### config.mk
export PLATFORM = sky130hd
export DESIGN_NAME = dedup_ack_ring_queue_core
export DESIGN_NICKNAME = d
export VERILOG_FILES = /design/src/hw/rtl/darq_pkg.sv /design/src/hw/rtl/darq_ram.sv /design/src/hw/rtl/darq_ctrl.sv /design/src/hw/rtl/dedup_ack_ring_queue_core.sv
export VERILOG_INCLUDE_DIRS = /design/src /design/src/hw/rtl
export SDC_FILE = /design/constraint.sdc
export NUM_CORES = 2
export LEC_CHECK = 0
export ABC_AREA = 1
export BUFFER_PORTS_ARGS = -buffer_cell sky130_fd_sc_hd__buf_2
export CAP_MARGIN = 20
export CORE_MARGIN = 10
export CORE_UTILIZATION = 37
export DETAILED_ROUTE_END_ITERATION = 8
export GPL_ROUTABILITY_DRIVEN = 0
export PLACE_DENSITY = 0.54
export SYNTH_ARGS = -nofsm -noshare
export SYNTH_HDL_FRONTEND = slang
export SYNTH_SLANG_ARGS = --single-unit
### constraint.sdc
create_clock -name clk -period 8.85 [get_ports clk]
set_input_delay 0.4425 -clock clk [delete_from_list [all_inputs] [get_ports clk]]
set_output_delay 0.4425 -clock clk [all_outputs]
set_load 0.01 [all_outputs]
### src/hw/rtl/dedup_ack_ring_queue_core_defines.svh
// assertion macros used by the queue controller rtl
`ifndef DEDUP_ACK_RING_QUEUE_CORE_DEFINES_SVH
`define DEDUP_ACK_RING_QUEUE_CORE_DEFINES_SVH

`ifndef SYNTH

// same-cycle implication
`define DARQ_ASSERT_NOW(lbl, ck, rn, ante, cons) \
	lbl: assert property (@(posedge ck) disable iff (!rn) (ante) |-> (cons)) \
		else $error("darq check failed");

// next-cycle implication
`define DARQ_ASSERT_NEXT(lbl, ck, rn, ante, cons) \
	lbl: assert property (@(posedge ck) disable iff (!rn) (ante) |=> (cons)) \
		else $error("darq check failed");

`else

`define DARQ_ASSERT_NOW(lbl, ck, rn, ante, cons)

`define DARQ_ASSERT_NEXT(lbl, ck, rn, ante, cons)

`endif

`endif

### src/hw/rtl/darq_pkg.sv
package darq_pkg;

	localparam int DEPTH_DEF    = 16;
	localparam int KEY_BITS_DEF = 64;
	localparam int PAY_BITS_DEF = 64;

	localparam int FIELD_BITS  = 64;
	localparam int OP_BITS     = 2;
	localparam int STATUS_BITS = 3;

	typedef enum logic [OP_BITS-1:0] {
		OP_ENQ  = 2'd0,
		OP_PEEK = 2'd1,
		OP_ACK  = 2'd2
	} op_t;

	typedef enum logic [STATUS_BITS-1:0] {
		STS_OK       = 3'd0,
		STS_BAD_ARG  = 3'd1,
		STS_FULL     = 3'd2,
		STS_DUP      = 3'd3,
		STS_EMPTY    = 3'd4,
		STS_MISMATCH = 3'd5
	} status_t;

	typedef enum logic [1:0] {
		S_IDLE,
		S_SCAN,
		S_HEAD,
		S_RESP
	} state_t;

	// write and read strobes of the record memory
	typedef struct packed {
		logic we;
		logic re;
	} mem_ctl_t;

endpackage

### src/hw/rtl/darq_ram.sv
module darq_ram #(
	parameter int DEPTH = darq_pkg::DEPTH_DEF,
	parameter int AW    = $clog2(DEPTH),
	parameter int DW    = darq_pkg::KEY_BITS_DEF + darq_pkg::PAY_BITS_DEF
) (
	input  logic               clk,
	input  darq_pkg::mem_ctl_t ctl,
	input  logic [AW-1:0]      waddr,
	input  logic [DW-1:0]      wdata,
	input  logic [AW-1:0]      raddr,
	output logic [DW-1:0]      rdata
);

	logic [DW-1:0] mem [DEPTH];
	logic [DW-1:0] rdata_q;

	always_ff @(posedge clk) begin
		if (ctl.we) begin
			mem[waddr] <= wdata;
		end
	end

	always_ff @(posedge clk) begin
		if (ctl.re) begin
			rdata_q <= mem[raddr];
		end
	end

	assign rdata = rdata_q;

endmodule

### src/hw/rtl/darq_ctrl.sv
`include "dedup_ack_ring_queue_core_defines.svh"

module darq_ctrl #(
	parameter int DEPTH    = darq_pkg::DEPTH_DEF,
	parameter int KEY_BITS = darq_pkg::KEY_BITS_DEF,
	parameter int PAY_BITS = darq_pkg::PAY_BITS_DEF,
	parameter int AW       = $clog2(DEPTH),
	parameter int CW       = $clog2(DEPTH + 1)
) (
	input  logic                                clk,
	input  logic                                arst_n,
	input  logic                                in_valid,
	output logic                                in_ready,
	input  logic [darq_pkg::OP_BITS-1:0]        in_op,
	input  logic [darq_pkg::FIELD_BITS-1:0]     in_key,
	input  logic [darq_pkg::FIELD_BITS-1:0]     in_pay,
	output logic                                out_valid,
	input  logic                                out_ready,
	output logic [darq_pkg::STATUS_BITS-1:0]    out_status,
	output logic [darq_pkg::FIELD_BITS-1:0]     out_key,
	output logic [darq_pkg::FIELD_BITS-1:0]     out_pay,
	output logic [CW-1:0]                       out_count,
	output darq_pkg::mem_ctl_t                  mem_ctl,
	output logic [AW-1:0]                       mem_waddr,
	output logic [PAY_BITS+KEY_BITS-1:0]        mem_wdata,
	output logic [AW-1:0]                       mem_raddr,
	input  logic [PAY_BITS+KEY_BITS-1:0]        mem_rdata
);

	// clear every byte from the first zero byte upward, after width masking
	function automatic logic [darq_pkg::FIELD_BITS-1:0] normalise(
		input logic [darq_pkg::FIELD_BITS-1:0] w,
		input int unsigned                     bits
	);
		logic [darq_pkg::FIELD_BITS-1:0] m;
		logic [darq_pkg::FIELD_BITS-1:0] r;
		logic                            keep;
		m    = '0;
		r    = '0;
		keep = 1'b1;
		for (int b = 0; b < darq_pkg::FIELD_BITS; b++) begin
			m[b] = (b < bits);
		end
		m = w & m;
		for (int i = 0; i < darq_pkg::FIELD_BITS / 8; i++) begin
			if (m[i*8 +: 8] == 8'd0) begin
				keep = 1'b0;
			end
			if (keep) begin
				r[i*8 +: 8] = m[i*8 +: 8];
			end
		end
		return r;
	endfunction

	function automatic logic [AW-1:0] wrap_inc(input logic [AW-1:0] a);
		return (a == AW'(DEPTH - 1)) ? '0 : a + 1'b1;
	endfunction

	darq_pkg::state_t state_q, state_d;

	logic [AW-1:0]       head_q, tail_q, ptr_q;
	logic [CW-1:0]       count_q, issued_q;
	logic [1:0]          op_q;
	logic [KEY_BITS-1:0] key_q;
	logic [PAY_BITS-1:0] pay_q;

	// result held until the output register frees up
	logic [darq_pkg::STATUS_BITS-1:0] res_status_q;
	logic [KEY_BITS-1:0]              res_key_q;
	logic [PAY_BITS-1:0]              res_pay_q;
	logic                             res_enq_q, res_deq_q;

	logic                             m_valid_q;
	logic [darq_pkg::STATUS_BITS-1:0] m_status_q;
	logic [KEY_BITS-1:0]              m_key_q;
	logic [PAY_BITS-1:0]              m_pay_q;
	logic [CW-1:0]                    m_cnt_q;

	logic [darq_pkg::FIELD_BITS-1:0] nk_full, np_full;
	logic [KEY_BITS-1:0]             nk, rd_key;
	logic [PAY_BITS-1:0]             np, rd_pay;
	logic                            accept, out_free, is_full, is_empty;
	logic                            scan_hit, scan_done;

	logic                             imm_fin, imm_scan, imm_head, imm_enq;
	logic [darq_pkg::STATUS_BITS-1:0] imm_status;

	logic                             fin, fin_enq, fin_deq, scan_start, scan_step, out_load;
	logic [darq_pkg::STATUS_BITS-1:0] fin_status;
	logic [KEY_BITS-1:0]              fin_key;
	logic [PAY_BITS-1:0]              fin_pay;
	logic [CW-1:0]                    cnt_next;

	assign nk_full  = normalise(in_key, KEY_BITS);
	assign np_full  = normalise(in_pay, PAY_BITS);
	assign nk       = nk_full[KEY_BITS-1:0];
	assign np       = np_full[PAY_BITS-1:0];
	assign rd_key   = mem_rdata[KEY_BITS-1:0];
	assign rd_pay   = mem_rdata[PAY_BITS+KEY_BITS-1:KEY_BITS];
	assign is_full  = (count_q == CW'(DEPTH));
	assign is_empty = (count_q == '0);
	assign out_free = !m_valid_q || out_ready;
	assign accept   = in_valid && in_ready;
	assign scan_hit = (rd_key == key_q);
	assign scan_done = (issued_q == count_q);

	// decode of a newly offered item
	always_comb begin
		imm_fin    = 1'b0;
		imm_scan   = 1'b0;
		imm_head   = 1'b0;
		imm_enq    = 1'b0;
		imm_status = darq_pkg::STS_OK;
		case (darq_pkg::op_t'(in_op))
			darq_pkg::OP_ENQ: begin
				if (nk == '0 || np == '0) begin
					imm_fin    = 1'b1;
					imm_status = darq_pkg::STS_BAD_ARG;
				end else if (is_full) begin
					imm_fin    = 1'b1;
					imm_status = darq_pkg::STS_FULL;
				end else if (is_empty) begin
					imm_fin = 1'b1;
					imm_enq = 1'b1;
				end else begin
					imm_scan = 1'b1;
				end
			end
			darq_pkg::OP_PEEK: begin
				if (is_empty) begin
					imm_fin    = 1'b1;
					imm_status = darq_pkg::STS_EMPTY;
				end else begin
					imm_head = 1'b1;
				end
			end
			darq_pkg::OP_ACK: begin
				if (nk == '0) begin
					imm_fin    = 1'b1;
					imm_status = darq_pkg::STS_BAD_ARG;
				end else if (is_empty) begin
					imm_fin    = 1'b1;
					imm_status = darq_pkg::STS_EMPTY;
				end else begin
					imm_head = 1'b1;
				end
			end
			default: begin
				imm_fin    = 1'b1;
				imm_status = darq_pkg::STS_BAD_ARG;
			end
		endcase
	end

	// next state
	always_comb begin
		state_d = state_q;
		case (state_q)
			darq_pkg::S_IDLE: begin
				if (in_valid) begin
					if (imm_scan) begin
						state_d = darq_pkg::S_SCAN;
					end else if (imm_head) begin
						state_d = darq_pkg::S_HEAD;
					end else begin
						state_d = darq_pkg::S_RESP;
					end
				end
			end
			darq_pkg::S_SCAN: begin
				if (scan_hit || scan_done) begin
					state_d = darq_pkg::S_RESP;
				end
			end
			darq_pkg::S_HEAD: begin
				state_d = darq_pkg::S_RESP;
			end
			darq_pkg::S_RESP: begin
				if (out_free) begin
					state_d = darq_pkg::S_IDLE;
				end
			end
			default: begin
				state_d = darq_pkg::S_IDLE;
			end
		endcase
	end

	// outputs of the sequencer
	always_comb begin
		in_ready   = 1'b0;
		mem_ctl    = '0;
		mem_raddr  = head_q;
		fin        = 1'b0;
		fin_status = darq_pkg::STS_OK;
		fin_key    = '0;
		fin_pay    = '0;
		fin_enq    = 1'b0;
		fin_deq    = 1'b0;
		scan_start = 1'b0;
		scan_step  = 1'b0;
		out_load   = 1'b0;
		case (state_q)
			darq_pkg::S_IDLE: begin
				in_ready = 1'b1;
				if (in_valid) begin
					mem_ctl.re = imm_scan || imm_head;
					scan_start = imm_scan;
					fin        = imm_fin;
					fin_status = imm_status;
					fin_enq    = imm_enq;
				end
			end
			darq_pkg::S_SCAN: begin
				// compare the word read last cycle, issue the next read
				if (scan_hit) begin
					fin        = 1'b1;
					fin_status = darq_pkg::STS_DUP;
				end else if (scan_done) begin
					fin     = 1'b1;
					fin_enq = 1'b1;
				end else begin
					mem_ctl.re = 1'b1;
					mem_raddr  = ptr_q;
					scan_step  = 1'b1;
				end
			end
			darq_pkg::S_HEAD: begin
				fin = 1'b1;
				if (op_q == darq_pkg::OP_PEEK) begin
					fin_key = rd_key;
					fin_pay = rd_pay;
				end else if (rd_key == key_q) begin
					fin_deq = 1'b1;
				end else begin
					fin_status = darq_pkg::STS_MISMATCH;
				end
			end
			darq_pkg::S_RESP: begin
				out_load   = out_free;
				mem_ctl.we = out_free && res_enq_q;
			end
			default: begin
				in_ready = 1'b0;
			end
		endcase
	end

	assign mem_waddr = tail_q;
	assign mem_wdata = {pay_q, key_q};
	assign cnt_next  = count_q + CW'(res_enq_q) - CW'(res_deq_q);

	always_ff @(posedge clk or negedge arst_n) begin
		if (!arst_n) begin
			state_q   <= darq_pkg::S_IDLE;
			head_q    <= '0;
			tail_q    <= '0;
			count_q   <= '0;
			ptr_q     <= '0;
			issued_q  <= '0;
			m_valid_q <= 1'b0;
		end else begin
			state_q <= state_d;
			if (scan_start) begin
				ptr_q    <= wrap_inc(head_q);
				issued_q <= CW'(1);
			end else if (scan_step) begin
				ptr_q    <= wrap_inc(ptr_q);
				issued_q <= issued_q + 1'b1;
			end
			if (out_load) begin
				count_q <= cnt_next;
				if (res_enq_q) begin
					tail_q <= wrap_inc(tail_q);
				end
				if (res_deq_q) begin
					head_q <= wrap_inc(head_q);
				end
			end
			if (out_load) begin
				m_valid_q <= 1'b1;
			end else if (out_ready) begin
				m_valid_q <= 1'b0;
			end
		end
	end

	always_ff @(posedge clk) begin
		if (accept) begin
			op_q  <= in_op;
			key_q <= nk;
			pay_q <= np;
		end
		if (fin) begin
			res_status_q <= fin_status;
			res_key_q    <= fin_key;
			res_pay_q    <= fin_pay;
			res_enq_q    <= fin_enq;
			res_deq_q    <= fin_deq;
		end
		if (out_load) begin
			m_status_q <= res_status_q;
			m_key_q    <= res_key_q;
			m_pay_q    <= res_pay_q;
			m_cnt_q    <= cnt_next;
		end
	end

	assign out_valid  = m_valid_q;
	assign out_status = m_status_q;
	assign out_key    = darq_pkg::FIELD_BITS'(m_key_q);
	assign out_pay    = darq_pkg::FIELD_BITS'(m_pay_q);
	assign out_count  = m_cnt_q;

	`DARQ_ASSERT_NOW(a_count_range, clk, arst_n, 1'b1, count_q <= CW'(DEPTH))
	`DARQ_ASSERT_NOW(a_ring_ptrs, clk, arst_n,
		(count_q == '0) || (count_q == CW'(DEPTH)), tail_q == head_q)
	`DARQ_ASSERT_NOW(a_scan_bound, clk, arst_n,
		state_q == darq_pkg::S_SCAN, (issued_q <= count_q) && (issued_q != '0))
	`DARQ_ASSERT_NOW(a_write_only_on_enq, clk, arst_n,
		mem_ctl.we, (state_q == darq_pkg::S_RESP) && res_enq_q && !is_full)
	`DARQ_ASSERT_NEXT(a_resp_delivers, clk, arst_n,
		(state_q == darq_pkg::S_RESP) && out_free,
		m_valid_q && (state_q == darq_pkg::S_IDLE))

endmodule

### src/hw/rtl/dedup_ack_ring_queue_core.sv
// channel   dir  fields (tdata/tuser)                                 meaning
// s_*       in   tuser: opcode; tdata: event_key, payload_word        one operation per beat
// m_*       out  tuser: status; tdata: head_key, head_payload, count  one result per beat
//
// rejected items and an enqueue into an empty queue finish on accept and go straight to the response state
// peek and acknowledge read the head first, in the head state
// an enqueue into a non-empty queue that passes its checks scans the queued keys through the single
// memory read port, one per cycle, before its result is formed
// arst_n clears head, tail, count and the sequencer; the memory holds no reset
// a stalled m_tready holds the finished result; the next beat is not taken until it moves to the output register
module dedup_ack_ring_queue_core #(
	parameter int DEPTH    = darq_pkg::DEPTH_DEF,
	parameter int KEY_BITS = darq_pkg::KEY_BITS_DEF,
	parameter int PAY_BITS = darq_pkg::PAY_BITS_DEF,
	localparam int AW      = $clog2(DEPTH),
	localparam int CW      = $clog2(DEPTH + 1),
	localparam int IN_W    = 2 * darq_pkg::FIELD_BITS,
	localparam int OUT_W   = ((2 * darq_pkg::FIELD_BITS + CW + 7) / 8) * 8
) (
	input  logic                             clk,
	input  logic                             arst_n,
	input  logic                             s_tvalid,
	output logic                             s_tready,
	input  logic [IN_W-1:0]                  s_tdata,  // event_key, payload_word
	input  logic [darq_pkg::OP_BITS-1:0]     s_tuser,  // opcode
	output logic                             m_tvalid,
	input  logic                             m_tready,
	output logic [OUT_W-1:0]                 m_tdata,  // head_key, head_payload, fill_count
	output logic [darq_pkg::STATUS_BITS-1:0] m_tuser   // status
);

	localparam int FB = darq_pkg::FIELD_BITS;

	darq_pkg::mem_ctl_t          mem_ctl;
	logic [AW-1:0]               mem_waddr, mem_raddr;
	logic [PAY_BITS+KEY_BITS-1:0] mem_wdata, mem_rdata;
	logic [FB-1:0]               head_key, head_payload;
	logic [CW-1:0]               fill_count;

	darq_ctrl #(
		.DEPTH    (DEPTH),
		.KEY_BITS (KEY_BITS),
		.PAY_BITS (PAY_BITS),
		.AW       (AW),
		.CW       (CW)
	) u_ctrl (
		.clk        (clk),
		.arst_n     (arst_n),
		.in_valid   (s_tvalid),
		.in_ready   (s_tready),
		.in_op      (s_tuser),
		.in_key     (s_tdata[FB-1:0]),
		.in_pay     (s_tdata[2*FB-1:FB]),
		.out_valid  (m_tvalid),
		.out_ready  (m_tready),
		.out_status (m_tuser),
		.out_key    (head_key),
		.out_pay    (head_payload),
		.out_count  (fill_count),
		.mem_ctl    (mem_ctl),
		.mem_waddr  (mem_waddr),
		.mem_wdata  (mem_wdata),
		.mem_raddr  (mem_raddr),
		.mem_rdata  (mem_rdata)
	);

	darq_ram #(
		.DEPTH (DEPTH),
		.AW    (AW),
		.DW    (PAY_BITS + KEY_BITS)
	) u_ram (
		.clk   (clk),
		.ctl   (mem_ctl),
		.waddr (mem_waddr),
		.wdata (mem_wdata),
		.raddr (mem_raddr),
		.rdata (mem_rdata)
	);

	assign m_tdata = OUT_W'({fill_count, head_payload, head_key});

endmodule

==> summary.md <==
| Metric | Value |
|---|---|
| Max IR drop VDD | 0.720 mV |
| Synth top area share | 70.0% |
| Max FO, Critical Path | 160 |
| Non-Filler Instances | 14.6k |
| Fin util | 42.4% |
| CTS root buffer | clkbuf_16 |
| CTS Hold Bufs | 121 |
| Crit path DAT | 6.12 ns |
| H-tree depth | 5 |
| Fin crit period | 5.54 ns |
| Via/cell ratio | 4.89 |
| Yosys cell types | 43 |
| Die W | 566 um |
| # DRC | 0 |
| Peak Freq | 0.180 GHz |
| Setup bufs post-CTS | 0 |
| Fin worst setup slack | 3.31 ns |
| Clk Latency, worst-skew pair | 0.87 ns |
| Total die area | 321000 um^2 |
| DP HPWL | 151000 um |
| WL final | 315000 um |
| First-pass GRT wire length | 462000 um |
| Via count | 71.5k |
| Number of buffers created by CTS | 297 |
| Mean Syn Cell Area | 10.9 um^2 |
| Largest net degree at the start of global routing | 198 |
| Crit path capture type | register |
| Actual slew at the worst max-slew pin | 1.14 ns |
| Layout area overhead | 14.0% |
| Worst relative slew slack | 23.9% |
| Final nets | 10.6k |
| Num rows | 200 |
| Final Max Slew Viols | 0 |
| Reg2reg start | u_ctrl.key_q[47]$_DFFE_PP_ |
| Seq/Total Area, Yosys | 70.6% |
| CP startpoint kind | register |
| Mapped Cells | 10.2k |
| Reg-to-reg endpoint | u_ram.rdata[109]$_DFFE_PP_ |
| Ys Warns | 0 |
| Fill cell total of the finished layout | 27.7k |
| Starting DRC count in detailed routing | 6285 |
| Power per cell area | 351 nW/um^2 |
| Run status | complete, no violations |
| Unrepaired setup endpoints after global routing | false |
| CP Launch Point | u_ctrl.key_q[47]$_DFFE_PP_ |
| Vias in the first global route | 69.7k |
| Final setup viols | 0 |
| Dominant cells by area after synthesis | edfxtp_1 (70%), nand3_1 (9.4%), inv_1 (8.1%) |
| PostCTS Resize Cnt | 0 |
| Core area | 297000 um^2 |
| CP endpoint | u_ram.rdata[109]$_DFFE_PP_ |
| Drt pass-1 iters | 6 |
| CTS tree | built |
| Reg2reg path depth | 18 |
| Final Hold Viols | 0 |
| Area leader, netlist | edfxtp_1 |
| Clk sink count | 2600 |
| Critical path class | register to register |
| Input/output buffers | 271 |
| Initial cell density of the core | 37.2% |
| Wirelength per Cell | 21.5 um |
| Max-cap violation count | 0 |
| Seq cells post-synth | 2600 |
| Grt ovf | 0 |
| FF-to-FF setup slack | 3.31 ns |
| Share of layout cells above drive strength 1 | 7.66% |
| Fin crit share | 62.6% |
| Antenna violation net count after detailed routing | 0 |
| Final TNS setup | 0 ns |
| Initial antenna violation count | 10 |
| Dpl cells | 14.0k |
| I/O pin count | 275 |
| Setup WS pre-CTS | 3.34 ns |
| Bufs on Longest Clock Path | 4 |
| Clock skew | 0.0526 ns |
| Gr usage total | 18.9% |
| Die Ht | 566 um |
| Reg clk slew, reported paths | 0.06 ns |
| Hold WC Path Type | primary input to register |
| Data required, critical path | 9.43 ns |
| Total chip power | 44200 uW |
| Leakage | 0.0530 uW |
| Mapped Area | 110000 um^2 |
==> metal layers <==
metal	vias to the layer above	share of wire (%)	global-route usage [%]
li1	33400	-	-
met1	35100	43	25.6
met2	2414	48	31.7
met3	550	6.0	2.59
met4	4	3.1	5.78
met5	-	0.010	0
==> per-stage QoR <==
| step | hold WS (ns) | cell area, um^2 |
|---|---|---|
| 2_1_floorplan | 0.147 | 110000 |
| 3_3_place_gp | 0.402 | 115000 |
| 3_5_place_dp | 0.405 | 115000 |
| 4_1_cts | 0.000688 | 126000 |
| 5_1_grt | 0.0409 | 126000 |
| 6_report | 0.0739 | 126000 |
==> power by group <==
group	leakage [uW]	switching (uW)	total (uW)	internal (uW)
logic	0.0248	11500	15800	4290
registers	0.0237	831	16600	15800
clock network	0.00450	4900	11800	6910
total	0.0530	17200	44200	27000
==> cell usage in the layout, fill, tap and decap left out, types with 3 or more instances in the layout <==
master / count
clkbuf_16: 304
a21oi_1: 15
nand2_8: 3
nor4_1: 20
clkbuf_1: 65
edfxtp_1: 2575
ha_1: 22
nand2_1: 2159
clkinv_8: 4
nand4_1: 9
dfrtp_1: 25
clkinvlp_4: 6
nor3_1: 7
inv_1: 2367
o21ai_4: 4
buf_12: 34
inv_2: 10
bufinv_16: 21
xnor2_1: 7
clkinv_2: 48
nor2_1: 303
dlygate4sd3_1: 122
buf_4: 66
nand3_1: 2068
o21ai_1: 3
inv_6: 13
xor2_1: 18
conb_1: 3
o21ai_0: 20
nor2_4: 18
buf_2: 272
clkinv_1: 63
==> flip-flops by register name, summed over array words and instances (netlist names) <==
signal and count:
u_ctrl.count_q 5, u_ctrl.head_q 4, u_ctrl.issued_q 5, u_ctrl.key_q 64, u_ctrl.mem_waddr 4, u_ctrl.op_q 2, u_ctrl.out_count 5, u_ctrl.out_key 64
u_ctrl.out_pay 64, u_ctrl.out_status 3, u_ctrl.out_valid 1, u_ctrl.pay_q 64, u_ctrl.ptr_q 4, u_ctrl.res_deq_q 1, u_ctrl.res_enq_q 1, u_ctrl.res_key_q 64
u_ctrl.res_pay_q 64, u_ctrl.res_status_q 3, u_ctrl.state_q 2, u_ram.mem 2048, u_ram.rdata 128
==> cells by family after synthesis <==
family                     after synthesis  share of synthesized area (%)
DFF                                   2600                           70.6
buffers and inverters                 2871                           10.5
other                                    1                        0.00340
adders and majority gates               23                          0.267
AOI/OAI and AO/OA                       55                          0.300
and+or+nand+nor                       4596                           18.1
xor gates and xnor gates                25                          0.198
==> cell type report <==
type | count | area, um^2 | area share (%)
clock inverters | 151 | 1350 | 1.08
repair buffers | 495 | 3790 | 3.01
inverters | 2386 | 8980 | 7.13
diodes | 2 | 5.00 | 0.00397
clock buffers | 369 | 7850 | 6.24
well taps | 3939 | 4930 | 3.91
flip-flops and latches | 2600 | 77900 | 61.9
multi-input cells | 4702 | 21100 | 16.7
==> how the worst min path moves through the flow <==
stage | depth (start not counted) | slack, ns | end | start
2_1_floorplan | 0 | 0.15 | u_ctrl.count_q[0]$_DFFE_PN0P_ | arst_n
3_3_place_gp | 0 | 0.40 | u_ctrl.out_key[37]$_DFFE_PP_ | u_ctrl.res_key_q[37]$_SDFFCE_PN0P_
3_5_place_dp | 0 | 0.40 | u_ctrl.out_key[45]$_DFFE_PP_ | u_ctrl.res_key_q[45]$_SDFFCE_PN0P_
4_1_cts | 3 | 0.0007 | u_ctrl.key_q[35]$_DFFE_PP_ | s_tdata[35]
5_1_grt | 3 | 0.04 | u_ctrl.key_q[34]$_DFFE_PP_ | s_tdata[34]
6_report | 3 | 0.07 | u_ctrl.key_q[35]$_DFFE_PP_ | s_tdata[35]
==> Yosys cell counts (all sizes together) <==
cell type and number:
edfxtp 2575, o21bai 1, o22ai 2, inv 2381
nand4 9, a21oi 15, ha 22, clkbuf 122
conb 1, clkinv 5, nor3 7, dfrtp 25
o311ai 2, o211ai 2, nand3 2070, o221ai 2
a31oi 1, o2111ai 1, nand3b 1, xor2 18
nor2 323, buf 363, xnor2 7, fa 1
or2 1, a31o 2, nor4 20, nand2 2165
o21ai 27
==> critical path, stage by stage (launching register included) <==
cell and delay [ns]:
edfxtp_1 0.72, inv_1 0.09, nand2_1 0.07, nand2_1 0.06
nor2_1 0.17, nand2_1 0.13, nor2_1 0.56, nand2_1 0.34
nor2_2 0.23, nand2_4 0.14, nand2_8 0.20, nand2_8 0.42
nand2_8 0.61, buf_12 0.47, nand2_1 0.12, nand3_1 0.13
nand3_1 0.09, nand3_1 0.12, nand2_1 0.07
Note: power is estimated with default switching activity, not from simulation.
